==> config.mk <==
export PLATFORM = sky130hd
export DESIGN_NAME = lsdp_queue
export DESIGN_NICKNAME = d
export VERILOG_FILES = /design/src/rtl/lsdp_pkg.sv /design/src/rtl/lsdp_queue.sv
export SDC_FILE = /design/constraint.sdc
export NUM_CORES = 1
export LEC_CHECK = 0
export ABC_AREA = 1
export BUFFER_PORTS_ARGS = -buffer_cell sky130_fd_sc_hd__buf_2
export CORE_ASPECT_RATIO = 0.6
export CORE_UTILIZATION = 52
export CTS_BUF_LIST = sky130_fd_sc_hd__clkbuf_16
export CTS_CLUSTER_SIZE = 8
export DETAILED_ROUTE_END_ITERATION = 6
export PLACE_DENSITY = 0.77
export SYNTH_ARGS = -nofsm -noshare
export SYNTH_HDL_FRONTEND = slang
export SYNTH_SLANG_ARGS = --single-unit
==> constraint.sdc <==
create_clock -name clock -period 4 [get_ports clock]
set_input_delay 0 -clock clock [delete_from_list [all_inputs] [get_ports clock]]
set_output_delay 0 -clock clock [all_outputs]
set_load 0.02 [all_outputs]
==> src/rtl/lsdp_pkg.sv <==
// Package for the LRU stack distance profiler: payload words, queue entry,
// configuration struct, back-end state type and sizing constants. No dependencies.
`timescale 1ns / 1ps
package lsdp_pkg;
   localparam int STACK_DEPTH_DEF = 256;
   localparam int SET_BITS_DEF    = 8;
   localparam int QUEUE_DEPTH     = 4;
   localparam int QPTR_W          = 2;
   localparam int LINE_W          = 44;
   localparam int OWNER_W         = 8;
   localparam int TOTAL_W         = 48;

   localparam logic REG_LINE_SIZE = 1'b0;
   localparam logic REG_OWNER     = 1'b1;

   typedef struct packed {
      logic [47:0] base_addr;
      logic [6:0]  num_bytes;
      logic [7:0]  requester_id;
   } req_type;

   typedef struct packed {
      logic [43:0] line_addr;
      logic        hit;
      logic [2:0]  set_bits_index;
      logic [8:0]  distance;
      logic        remote;
      logic [47:0] access_total;
      logic [47:0] cold_miss_total;
      logic [47:0] unaligned_total;
      logic        last;
   } rsp_type;

   typedef struct packed {
      logic [LINE_W-1:0]  line;
      logic [OWNER_W-1:0] rid;
      logic               last;
      logic [TOTAL_W-1:0] acc_tot;
      logic [TOTAL_W-1:0] una_tot;
   } job_type;

   typedef struct packed {
      logic [3:0] line_size_log2;
      logic       record_owner;
   } cfg_type;

   typedef enum logic [1:0] {
      ST_IDLE,
      ST_SCAN,
      ST_HIT,
      ST_MISS
   } state_type;
endpackage

==> src/rtl/lsdp_queue.sv <==
// Short line queue between front and back end.
// Depends on lsdp_pkg.
`timescale 1ns / 1ps
module lsdp_queue (
   input  logic             clock,
   input  logic             reset,
   input  logic             push,
   input  lsdp_pkg::job_type push_job,
   output logic             full,
   input  logic             pop,
   output logic             empty,
   output lsdp_pkg::job_type head
);
   import lsdp_pkg::*;

   job_type           slot_ff [QUEUE_DEPTH];
   logic [QPTR_W-1:0] wp_ff, wp_in;
   logic [QPTR_W-1:0] rp_ff, rp_in;
   logic [QPTR_W:0]   cnt_ff, cnt_in;

   assign full  = (cnt_ff == (QPTR_W+1)'(QUEUE_DEPTH));
   assign empty = (cnt_ff == '0);
   assign head  = slot_ff[rp_ff];

   always_comb begin
      wp_in  = push ? wp_ff + 1'b1 : wp_ff;
      rp_in  = pop ? rp_ff + 1'b1 : rp_ff;
      cnt_in = cnt_ff + (QPTR_W+1)'(push) - (QPTR_W+1)'(pop);
   end

   always_ff @(posedge clock) begin
      if (reset) begin
         wp_ff  <= '0;
         rp_ff  <= '0;
         cnt_ff <= '0;
      end else begin
         wp_ff  <= wp_in;
         rp_ff  <= rp_in;
         cnt_ff <= cnt_in;
      end
      if (push) begin
         slot_ff[wp_ff] <= push_job;
      end
   end
endmodule

Yosys cells after proc, flatten, opt, wreduce, memory -nomap -nowiden:

Memories as Yosys holds them, arrays and structs flattened. A register that Yosys moved wholly into a read port is not among the register bits.
Cells that the tools add are included.

* reductions and logical operators: 1
* equal/unequal tests: 1
* add/sub/neg operators: 4
* muxes and demuxes: 4

Operator list (number)
* 2-bit by 1-bit adder with 2-bit output, second input constant: 2
* 2-bit two-way mux: 2
* 3-bit by 1-bit adder with 3-bit output: 1
* 3-bit == test, second input constant: 1
* 3-bit logical NOT: 1
* 3-bit by 1-bit subtractor with 3-bit output: 1
* 1-bit two-way mux: 2

* memory bits (writable): 596
* output and inout port bits: 151
* memories: 1
* register bits after elaboration: 7
* bits of input ports: 153

Memory list
* slot_ff: depth 4, bits a word 149, read ports 1, clocked after Yosys merged registers in 1, wr ports 1, RTL line lsdp_queue.sv:16 `job_type slot_ff [QUEUE_DEPTH];`

Longest topological paths before layout:

* depth after elaboration: 3
* depth in mapped cells: 8
* mapped depth without buffers: 8

Worst setup path before layout:

OpenSTA, ideal clock, no wires.

* path kind: register to register
* from: register wp_ff[0]
* to: memory slot_ff[2][0] in the netlist's numbering (enable)
* cell stages (with the launch flop): 5
* setup time: 502 ps
* arrival time: 3454 ps
* path slack: 44 ps
* cell sequence: dfxtp_1 > inv_1 > ha_1 > nand2_1 > inv_1

RTL lines
* start, declared: RTL line lsdp_queue.sv:17 `logic [QPTR_W-1:0] wp_ff, wp_in;`
* start signal, assigned: RTL line lsdp_queue.sv:37 `wp_ff <= wp_in;`
* end, declared: RTL line lsdp_queue.sv:16

Straight into the memory's write port.

==> metrics.md <==
| Metric | Value |
|---|---|
| Hold Slack | 0.150 ns |
| Final setup viols | 0 |
| Stages on worst setup path | 5 |
| Sequential power share | 48.7% |
| Mapped Area | 0.0239 mm2 |
| Lkg Pwr | 11.6 nW |
| Post-cts resize count | 0 |
| R2R cell count | 5 |
| Initial DRC count | 1,341 |
| Area Overhead vs Synth | 23.8% |
| Buf/Inv on CP | 2 |
| Clock Latency Late Sink | 0.60 ns |
| Yosys warning total | 0 |
| Netlist cell types | 18 |
| Max-cap violations | 0 |
| Placed instance count | 2,606 |
| Rel. slew slack | 36.8% |
| Final net count | 2,416 |
| Fmax | 373 MHz |
| Die Wd | 279 um |
| Die ar. | 0.0468 mm2 |
| Chip Height | 168 um |
| Slew Viols, Final | 0 |
| Worst hold path type | primary input to flip-flop |
| Hold-critical path depth | 2 |
| Tightest Pin Transition | 0.948 ns |
| Top post-synthesis cells by area | edfxtp_1 75%, inv_1 4.9%, nand2_1 4.8%, o211ai_1 4.7%, a21oi_1 3.3% |
| Minimum clock period | 2.68 ns |
| CTS clk-pin slew, worst paths | 0.05 ns |
| Period utilisation layout | 67.1% |
| Synth Instances | 1,794 |
| Global-route wire length before repair | 80.1 mm |
| Clock Skew | 0.0170 ns |
| Worst setup SP type | flip-flop |
| Clock tree from TritonCTS | built |
| Cell Rows | 60 |
| IO Count | 304 |
| Initial cell density of the core | 53.0% |
| # port buffers | 303 |
| Post-synth top cells | 596 x edfxtp_1, 314 x inv_1, 306 x nand2_1, 155 x a21oi_1, 151 x o21ai_0 |
| Power Density | 512 mW/mm2 |
| Cell-internal power | 11.6 mW |
| Final non-filler cell total | 2,871 |
| Worst slack, placed | 1.74 ns |
| CTS Buffer Depth | 3 |
| Synth async-reset ratio | 0% |
| Synth Area per Inst | 13.3 um2 |
| Number of synthesized flops with an enable pin | 596 |
| Syn nets | 1,954 |
| Top cell type's share of synthesized area | 75.0% |
| Routed WL | 51.8 mm |
| Final ANT Viol Nets | 0 |
| Crit path DAT | 2.68 ns |
| Flops & latches, synth | 605 |
| Vias | 15.0k |
| CTS Sinks | 605 |
| WP data required | 4.00 ns |
| RSZ-0062 raised after global routing | no |
| Vias in the first global route | 15.0k |
| CP delay by family, top | flip-flops |
| Root Buffer | clkbuf_16 |
| Peak VDD IR | 0.334 mV |
| Vias/cell | 5.21 |
| Crit path max-delay cell type | dfxtp_4 |
| TNS Setup | 0 ns |
| Net Sw Power | 3.57 mW |
| H-tree depth | 3 |
| Gate power share | 10.4% |
| # DRC | 0 |
| Clock power share | 40.9% |
| Antenna violations before repair | 5 |
| Number of fill cells | 3,089 |
| CP max stage delay | 0.96 ns |
| Routed length per instance | 18.0 um |
| Sequential share of the synthesized area | 75.8% |
| Count leader, synth | edfxtp_1 |
| Ys flop type | edfxtp_1 |
| Placed wire-length estimate | 29.5 mm |
| Final Hold Viols | 0 |
| Total track usage | 22.1% |
| Crit path kind | flip-flop to output pin |
| Outcome | finished, final reports clean |
| First-pass DRT Iterations | 5 |
| Number of buffers created by CTS | 85 |
| Core area | 0.0450 mm2 |
| Layout cells sized above 1 | 18.4% |
| Cell Chain, Critical Path | buf_12 > a21oi_1 > o21ai_0 > nand2_1 > buf_2 |
| Largest net degree at the start of global routing | 125 |
| Worst setup EP type | output pin |
| Final setup margin | 1.32 ns |
| Crit Path Max Fanout | 124 |
| Switching portion of total power | 23.6% |
| GP Congestion | 0.775 |
| Grt ovf | 0 |
| Leading area contributor after synthesis | edfxtp_1 |
## path summary, 6_finish.rpt
check / endpoint / slack, ns / start
worst max-delay path: head[112] / 1.32 / flip-flop
worst min-delay path: slot_ff[2][99]$_DFFE_PP_ / 0.15 / push_job[99]
worst max register to register: slot_ff[1][115]$_DFFE_PP_ / 1.76 / wp_ff[1]$_SDFFE_PP0P_
worst min register to register: flip-flop / 0.46 / rp_ff[1]$_SDFFE_PP0P_
## timing repair
| action | CTS | global route |
|---|---|---|
| hold buffers | 152 | 0 |
| buffers inserted | 0 | 0 |
| endpoints found under the hold margin | 605 | 0 |
## state kept, by name, indices dropped and copies added, names as in the netlist, named ones only
name / cells
cnt_ff: 3
slot_ff: 596
rp_ff: 2
wp_ff: 2
## power groups by stage
stage	combinational (mW)	sequential (mW)	clock, mW
after floorplan	0.926	7.46	0
after global placement	1.40	7.46	0
after detailed placement	1.45	7.48	0
after CTS	1.58	7.36	6.28
after global routing	1.72	7.38	6.55
final	1.57	7.37	6.19
## metal layers
layer  share of wire [%]  track usage [%]
met3                 7.1             4.97
met4                 2.3             7.96
met2                  49             36.8
met5                   0                0
met1                  41             28.8
## through the flow
stage	util (%)	cell area (um2)	total power, mW
floorplan	-	23900	8.39
global placement	57.1	25700	8.87
detailed placement	57.1	25700	8.93
CTS	65.6	29500	15.2
global route	65.6	29500	15.6
finish	65.6	29500	15.1
## cell families (layout without fill, tap and decap cells)
logic type | Yosys count | count (layout) | share of synthesized area [%]
flops | 605 | 605 | 75.8
compound gates | 457 | 457 | 11.1
buf+inv | 413 | 894 | 7.77
simple gates | 312 | 312 | 4.92
fa+ha+maj | 7 | 7 | 0.399
other cells | 0 | 7 | 0
## layout by cell type (no fill, tap or decap), drive strengths merged, types with 4 or more instances in the layout
master / instances
diode: 7
edfxtp: 596
o21ai: 153
ha: 6
dlygate4sd3: 152
clkinv: 4
dfxtp: 9
o211ai: 149
nand2: 306
a21oi: 155
nor2: 4
clkbuf: 86
buf: 322
inv: 330
## cell type report
type | count | area (um2) | area share (%)
timing repair buffer | 474 | 3310 | 11.2
multi-input combinational | 776 | 3930 | 13.3
antenna | 7 | 17.5 | 0.0593
inverter | 314 | 1200 | 4.06
clock inverter | 20 | 119 | 0.402
clock buffer | 86 | 2150 | 7.28
tap | 589 | 737 | 2.49
sequential | 605 | 18100 | 61.2
(Power assumes the default switching activity.)
