## src/rtl/lsdp_pkg.sv

```systemverilog
// Package for the LRU stack distance profiler: payload words, queue entry,
// configuration struct, back-end state type and sizing constants. No dependencies.
`timescale 1ns / 1ps
package lsdp_pkg;
   localparam int STACK_DEPTH_DEF = 256;
   localparam int SET_BITS_DEF    = 8;
   localparam int QUEUE_DEPTH     = 4;
   localparam int QPTR_W          = 2;
   localparam int LINE_W          = 44;
   localparam int OWNER_W         = 8;
   localparam int TOTAL_W         = 48;

   localparam logic REG_LINE_SIZE = 1'b0;
   localparam logic REG_OWNER     = 1'b1;

   typedef struct packed {
      logic [47:0] base_addr;
      logic [6:0]  num_bytes;
      logic [7:0]  requester_id;
   } req_type;

   typedef struct packed {
      logic [43:0] line_addr;
      logic        hit;
      logic [2:0]  set_bits_index;
      logic [8:0]  distance;
      logic        remote;
      logic [47:0] access_total;
      logic [47:0] cold_miss_total;
      logic [47:0] unaligned_total;
      logic        last;
   } rsp_type;

   typedef struct packed {
      logic [LINE_W-1:0]  line;
      logic [OWNER_W-1:0] rid;
      logic               last;
      logic [TOTAL_W-1:0] acc_tot;
      logic [TOTAL_W-1:0] una_tot;
   } job_type;

   typedef struct packed {
      logic [3:0] line_size_log2;
      logic       record_owner;
   } cfg_type;

   typedef enum logic [1:0] {
      ST_IDLE,
      ST_SCAN,
      ST_HIT,
      ST_MISS
   } state_type;
endpackage

```

## src/rtl/lsdp_front.sv

```systemverilog
// Front end: accepts access words, splits them into lines and keeps the
// access and unaligned totals. Depends on lsdp_pkg.
`timescale 1ns / 1ps
module lsdp_front (
   input  logic             clock,
   input  logic             reset,
   input  lsdp_pkg::cfg_type cfg,
   input  logic             req_valid,
   output logic             req_ready,
   input  lsdp_pkg::req_type req_data,
   output logic             push,
   output lsdp_pkg::job_type push_job,
   input  logic             q_full
);
   import lsdp_pkg::*;

   logic               busy_ff, busy_in;
   logic [2:0]         k_ff, k_in;
   logic [2:0]         nl_ff, nl_in;
   logic [LINE_W-1:0]  first_ff, first_in;
   logic [OWNER_W-1:0] rid_ff, rid_in;
   logic [TOTAL_W-1:0] acc_ff, acc_in;
   logic [TOTAL_W-1:0] una_ff, una_in;

   logic [3:0]  lg_c;
   logic [6:0]  n_c;
   logic [11:0] off;
   logic [12:0] span;
   logic [12:0] lsize;
   logic [2:0]  nl;
   logic [2:0]  whole;
   logic [LINE_W-1:0] lmask;
   logic        accept;

   always_comb begin
      lg_c  = (cfg.line_size_log2 < 4'd4) ? 4'd4 :
              (cfg.line_size_log2 > 4'd12) ? 4'd12 : cfg.line_size_log2;
      n_c   = (req_data.num_bytes == 7'd0) ? 7'd1 :
              (req_data.num_bytes > 7'd64) ? 7'd64 : req_data.num_bytes;
      off   = req_data.base_addr[11:0] & ~(12'hFFF << lg_c);
      lsize = 13'd1 << lg_c;
      span  = 13'(off) + 13'(n_c) - 13'd1;
      nl    = 3'((span >> lg_c) + 13'd1);
      whole = 3'((13'(n_c) + lsize - 13'd1) >> lg_c);
      lmask = {LINE_W{1'b1}} >> (lg_c - 4'd4);
   end

   assign req_ready = !busy_ff;
   assign accept    = req_valid && req_ready;
   assign push      = busy_ff && !q_full;

   always_comb begin
      push_job.line    = (first_ff + LINE_W'(k_ff)) & lmask;
      push_job.rid     = rid_ff;
      push_job.last    = (k_ff == nl_ff - 3'd1);
      push_job.acc_tot = acc_ff;
      push_job.una_tot = una_ff;
   end

   always_comb begin
      busy_in  = busy_ff;
      k_in     = k_ff;
      nl_in    = nl_ff;
      first_in = first_ff;
      rid_in   = rid_ff;
      acc_in   = acc_ff;
      una_in   = una_ff;
      if (accept) begin
         busy_in  = 1'b1;
         k_in     = 3'd0;
         nl_in    = nl;
         first_in = LINE_W'(req_data.base_addr >> lg_c);
         rid_in   = req_data.requester_id;
         acc_in   = acc_ff + TOTAL_W'(nl);
         if (nl != 3'd1) begin
            una_in = una_ff + TOTAL_W'(nl - whole);
         end
      end else if (push) begin
         k_in = k_ff + 3'd1;
         if (push_job.last) begin
            busy_in = 1'b0;
         end
      end
   end

   always_ff @(posedge clock) begin
      if (reset) begin
         busy_ff <= 1'b0;
         acc_ff  <= '0;
         una_ff  <= '0;
      end else begin
         busy_ff <= busy_in;
         acc_ff  <= acc_in;
         una_ff  <= una_in;
      end
      k_ff     <= k_in;
      nl_ff    <= nl_in;
      first_ff <= first_in;
      rid_ff   <= rid_in;
   end
endmodule

```

## config.mk

```make
export PLATFORM = sky130hd
export DESIGN_NAME = lsdp_front
export DESIGN_NICKNAME = d
export VERILOG_FILES = /design/src/rtl/lsdp_pkg.sv /design/src/rtl/lsdp_front.sv
export SDC_FILE = /design/constraint.sdc
export NUM_CORES = 1
export LEC_CHECK = 0
export BUFFER_PORTS_ARGS = -buffer_cell sky130_fd_sc_hd__buf_2
export CELL_PAD_IN_SITES_DETAIL_PLACEMENT = 1
export CELL_PAD_IN_SITES_GLOBAL_PLACEMENT = 1
export CORE_ASPECT_RATIO = 2
export CORE_MARGIN = 4
export CORE_UTILIZATION = 40
export DETAILED_ROUTE_END_ITERATION = 10
export PLACE_DENSITY = 0.76
export SLEW_MARGIN = 0
export SYNTH_ARGS = -nofsm -noshare
export SYNTH_HDL_FRONTEND = slang
export SYNTH_SLANG_ARGS = --single-unit
export TNS_END_PERCENT = 50
```

## constraint.sdc

```tcl
create_clock -name clock -period 14.05 [get_ports clock]
set_input_delay 2.81 -clock clock [delete_from_list [all_inputs] [get_ports clock]]
set_output_delay 2.81 -clock clock [all_outputs]
set_load 0.05 [all_outputs]
```

* Yosys cells after proc, flatten, opt, wreduce, memory -nomap -nowiden
Index checks and enable logic that the tools add are counted.
** Word-level totals
- Input bits :: 72
- Output and inout bits :: 151
- Register bits after elaboration :: 155
** Operators by class
- Add/subtract/negate cells :: 12
- $lt $le $gt $ge :: 3
- Shift operators :: 6
- Eq/ne operators :: 2
- Mux-type cells :: 7
- Reduce and logical (&&, ||, !) cells :: 9
- Bitwise logic cells :: 3
** Operators with widths (count)
- adder 48 x 3 -> 48 bit :: 1
- adder 48 bit :: 1
- >> shifter 48 x 4 -> 44 bit :: 1
- adder 44 x 3 -> 44 bit :: 1
- AND 44 bit :: 1
- >> shifter 44 x 4 -> 44 bit (first input constant) :: 1
- >> shifter 13 x 4 -> 3 bit :: 2
- subtractor 13 x 1 -> 13 bit (second input constant) :: 2
- 2-to-1 mux 7 bit :: 2
- adder 12 x 7 -> 13 bit :: 1
- adder 7 x 13 -> 13 bit :: 1
- left shift 1 x 4 -> 13 bit (first input constant) :: 1
- AND 12 bit :: 1
- inverter 12 bit :: 1
- left shift 12 x 4 -> 12 bit (first input constant) :: 1
- 2-to-1 mux 4 bit :: 2
- > comparator 7 bit (second input constant) :: 1
- zero test 7 bit :: 1
- adder 3 x 1 -> 3 bit (second input constant) :: 2
- > comparator 4 bit (second input constant) :: 1
- less-than comparator 4 x 3 -> 1 bit (second input constant) :: 1
- AND reduction 2 bit :: 2
- nonzero test 2 bit :: 2
- subtractor 3 x 3 -> 4 bit :: 1
- other kinds (7) :: 11

* Longest topological paths before layout
- Word-level depth :: 12
- Depth in mapped cells :: 37
- Depth with buffers taken out :: 34

* Least setup slack after synthesis
Ideal clock, no wire load.
- Kind :: input port to flip-flop
- From :: input cfg[2] in the netlist's numbering
- To :: register una_ff[47]
- Setup slack :: 2425 ps
- Required time :: 13980 ps
- Arrival :: 11555 ps
- Cell stages on the path :: 34
- Setup time :: 70 ps
- Cell sequence :: clkbuf_1 and2_1 clkbuf_1 clkbuf_1 nor2_1 nand2_1 nand2_1 ha_1 inv_1 ha_1 and3_1 a21oi_1 a31oi_1 or3_1 a31o_1 o21ai_0 o22ai_1 a21o_1 ha_1 ha_1 a21o_1 a21oi_1 ha_1 clkbuf_1 a21oi_1 o21ai_0 or2_1 o311a_1 o21a_1 or3_1 a21oi_1 xor2_1 or3_1 a21oi_1
** Between the ends
- Longest elaborated chain between the ends :: 12
- Elaborated cells between the ends (all ways) :: 19
** Ends and longest elaborated chain
- start, declared :: RTL line lsdp_front.sv:7 : input lsdp_pkg::cfg_type cfg,
- > comparator 4 bit :: RTL line lsdp_front.sv:37 : (cfg.line_size_log2 > 4'd12) ? 4'd12 : cfg.line_size_log2;
- 2-to-1 mux 4 bit :: RTL line lsdp_front.sv:37
- 2-to-1 mux 4 bit (*) :: RTL line lsdp_front.sv:36 : lg_c = (cfg.line_size_log2 < 4'd4) ? 4'd4 :
- left shift 12 x 4 -> 12 bit :: RTL line lsdp_front.sv:40 : off = req_data.base_addr[11:0] & ~(12'hFFF << lg_c);
- inverter 12 bit :: RTL line lsdp_front.sv:40
- AND 12 bit :: RTL line lsdp_front.sv:40
- adder 12 x 7 -> 13 bit :: RTL line lsdp_front.sv:42 : span = 13'(off) + 13'(n_c) - 13'd1;
- subtractor 13 x 1 -> 13 bit :: RTL line lsdp_front.sv:42
- >> shifter 13 x 4 -> 3 bit (*) :: RTL line lsdp_front.sv:43 : nl = 3'((span >> lg_c) + 13'd1);
- adder 3 x 1 -> 3 bit (*) :: RTL line lsdp_front.sv:43
- net nl[1] :: RTL line lsdp_front.sv:30 : logic [2:0] nl;
- subtractor 3 x 3 -> 4 bit or != test 3 x 1 -> 1 bit (tied branches) :: RTL line lsdp_front.sv:76, lsdp_front.sv:75
- adder 48 bit or AND reduction 2 bit (tied branches)
- end signal, assigned :: RTL line lsdp_front.sv:94 : una_ff <= una_in;
- end, declared :: RTL line lsdp_front.sv:23 : logic [TOTAL_W-1:0] una_ff, una_in;
Mark *: on every way through the listed nets, which the timed path passes. The rest lies on a longest branch.
A chain may end at the register's enable or synchronous reset.

* Worst setup path in the final report
- From :: input cfg[4] in the netlist's numbering
- To :: register una_ff[46]
The elaborated chain is that of the path after synthesis.

==> run metrics <==
outcome=completed; count leader, synth=nand2_1; Initial Util=between 40% and 50%; crit path capture type=register; final-report setup violation count=0; Final Hold Fails=0; Async S/R FF share, synth=0%; Main synth FF type=dfxtp_1; Most Frequent Cell on Critical Path=ha_1; Layout Area Growth over Synthesis=16.27%; crit-path max FO=25; Final min period=11.35 ns; max-slew violations=0; slowest CP cell=a21oi_4; post-synthesis sequential area ratio=roughly 29%; Max Cap Violations=0; vias per cell=between 5 and 6; Core Rows=slightly above 90; startpoint types=primary input; drt pass-1 iters=4; Final TNS setup=0 ns; Die Ht=257.1 microns; vias in the first global route=about 13000; post-synth top area cell=dfxtp_1; Final Instance Area=roughly 0.014 sq mm; CTS Sinks=between 150 and 200; crit path kind=in -> reg; DRC=0; CTS H-Tree Depth=4; CTS tree=built; Seq cells post-synth=155; Clock Pin Slew Worst Setup and Hold Paths=0.07 ns; Synth cell types=72; pin count of the biggest net entering global routing=a little over 100; layout cells sized above 1=16.49%; pin slew with the least headroom to its limit=~1.1 ns; via count=approximately 12000; Worst R2R Path Depth=12; min-delay worst type=reg -> reg; initial antenna violation count=0; syn_area_per_cell=between 8 and 9 sq um; Critical R2R Capture=una_ff[46]; r2r setup slk=10.33 ns; reg-to-reg critical path startpoint=una_ff[0]; synth warn=0; Clock Skew=approximately 0.013 ns; All-Layer GR Usage=a little under a quarter; Max IR drop VDD=0.1735 mV; Max transition margin=between 20 and 30%; Post-DRT Antenna Nets=0; most area-consuming cells after synthesis=dfxtp_1 16%, edfxtp_1 13%, ha_1 9.7%; DRT iter0 DRCs=425; routed wire length=40340 microns; Global Route met2 Usage=about half; period utilisation layout=between 80 and 90%; first-pass GRT wire length=approximately 65000 microns; WP data arrival=11.75 ns; Hold Path Stages=2; share of the synthesized area in the top cell type=16.13%; setup bufs post-CTS=0; met3 capacity usage during global routing=a little over 4%; drt wl/cell=about 19 microns; total core area=between 0.03 and 0.04 sq mm; RSZ-0062 raised after global routing=false; hold buffer count at CTS=0; boundary pin count=between 200 and 250; Max Root-Sink Buffers=2; TritonCTS buffer count=17; final layout net count=approximately 1900; worst skew pair latency=~0.46 ns; I/O Buffers=around 220; HP Start=una_ff[33]; global route overflow=0; total leakage power=around 0.0067 uW; GRT Max-Usage Layer=met2; commonest cells in the netlist=192 x nand2_1, 190 x nor2_1, 110 x mux2i_1; placed inst area=between 0.01 and 0.015 sq mm; met1 Use GR=between 20% and 30%; Max Freq=slightly below 90 MHz; CP required=~14 ns; global placement routability congestion=0.8499; power density over the cells=204.9 mW/mm^2; Cell Area, Synth=0.01241 sq mm; number of flops mapped to enable cells by yosys=55; Clk Tree Root Cell=clkbuf_16; DP HPWL=between 30000 and 40000 microns; Resize count post-CTS=0; Die Wd=roughly 130 microns; Hold EP=una_ff[33]; Critical Path Max Stage Delay=around 0.68 ns; die area=~0.034 sq mm; Synth Instances=around 1500; # diodes=0
==> where the power goes <==
group          leakage [uW]  switching (uW)  internal, uW
clock              0.000275             225           244
sequential          0.00134            65.7           552
combinational       0.00512            1200           665
total               0.00674            1500          1460
==> worst max path at each step <==
stage / startpoint / end
final: cfg[4] / una_ff[46]
after global routing: cfg[4] / una_ff[46]
after CTS: cfg[4] / una_ff[46]
after detailed placement: cfg[4] / una_ff[46]
after global placement: cfg[4] / una_ff[46]
after floorplan: cfg[2] / una_ff[47]
==> flip-flops by register name, indices dropped and copies added (netlist names) <==
| name | flops |
|---|---|
| k_ff | 3 |
| una_ff | 48 |
| rid_ff | 8 |
| acc_ff | 48 |
| first_ff | 44 |
| nl_ff | 3 |
| busy_ff | 1 |
==> kinds of logic (layout without fill, tap and decap cells) <==
family / after synthesis / count (layout) / share of synthesized area, %
xor gates and xnor gates: 146 / 146 / 10.30
and+or+nand+nor: 548 / 548 / 19.66
other: 1 / 4 / 0.03021
buffers and inverters: 135 / 340 / 4.243
DFF: 155 / 155 / 29.43
muxes: 110 / 110 / 8.870
adders and majority gates: 102 / 102 / 10.64
AOI/OAI and AO/OA: 329 / 329 / 16.82
==> per-layer routing <==
| layer | share of wire, % | wire length [microns] | vias to the layer above |
|---|---|---|---|
| li1 | - | - | 5774 |
| met1 | 32 | 13070 | 5735 |
| met3 | 3.5 | 1408 | 112 |
| met5 | 0 | 0 | - |
| met2 | 59 | 23770 | 266 |
| met4 | 5.2 | 2092 | 0 |
==> area by class of cell <==
class	instances	area, sq um
flip-flops and latches	155	3654
clock buffers	19	454.2
well taps	372	465.4
fillers	3813	16310
clock inverters	13	125.1
multi-input cells	1239	8260
repair buffers	232	1189
inverters	76	285.3
==> critical path: cells and delay by family <==
kind                     cells  cell delay, ns
AO/OA/AOI/OAI               13            3.44
AND/OR/NAND/NOR              9            2.46
adder cells (fa/ha/maj)      5            1.50
buffers and inverters        4            0.79
XOR/XNOR                     2            0.70
==> per-stage QoR <==
step | hold WS, ns | power, uW | setup WS [ns] | instances | utilization (%)
final | 0.4765 | 2958 | 2.701 | 2106 | 46.95
after CTS | 0.4777 | 2984 | 2.683 | 2106 | 46.95
after detailed placement | 0.4650 | 2487 | 2.230 | 2074 | 45.06
after global placement | 0.4558 | 2426 | 2.414 | 2074 | 45.06
after global routing | 0.5192 | 3195 | 1.904 | 2106 | 46.95
after floorplan | 0.4425 | 2050 | 2.425 | 1529 | -
==> placed cells by master (no fill, tap or decap), types with 9 or more instances in the layout <==
cell | netlist | routed
buf_2 | 7 | 221
nand2_1 | 192 | 192
nor2_1 | 190 | 190
mux2i_1 | 110 | 110
a21oi_1 | 101 | 100
dfxtp_1 | 100 | 100
ha_1 | 96 | 96
xnor2_1 | 85 | 85
inv_1 | 72 | 72
o21ai_0 | 63 | 63
xor2_1 | 61 | 61
edfxtp_1 | 55 | 55
nand3_1 | 43 | 43
a31oi_1 | 40 | 40
a21o_1 | 36 | 36
and3_1 | 23 | 23
nor3_1 | 20 | 20
or3_1 | 18 | 18
clkbuf_16 | 0 | 18
nand4_1 | 15 | 15
o21bai_1 | 12 | 12
buf_4 | 1 | 11
a211oi_1 | 9 | 9
(Power assumes the default switching activity.)
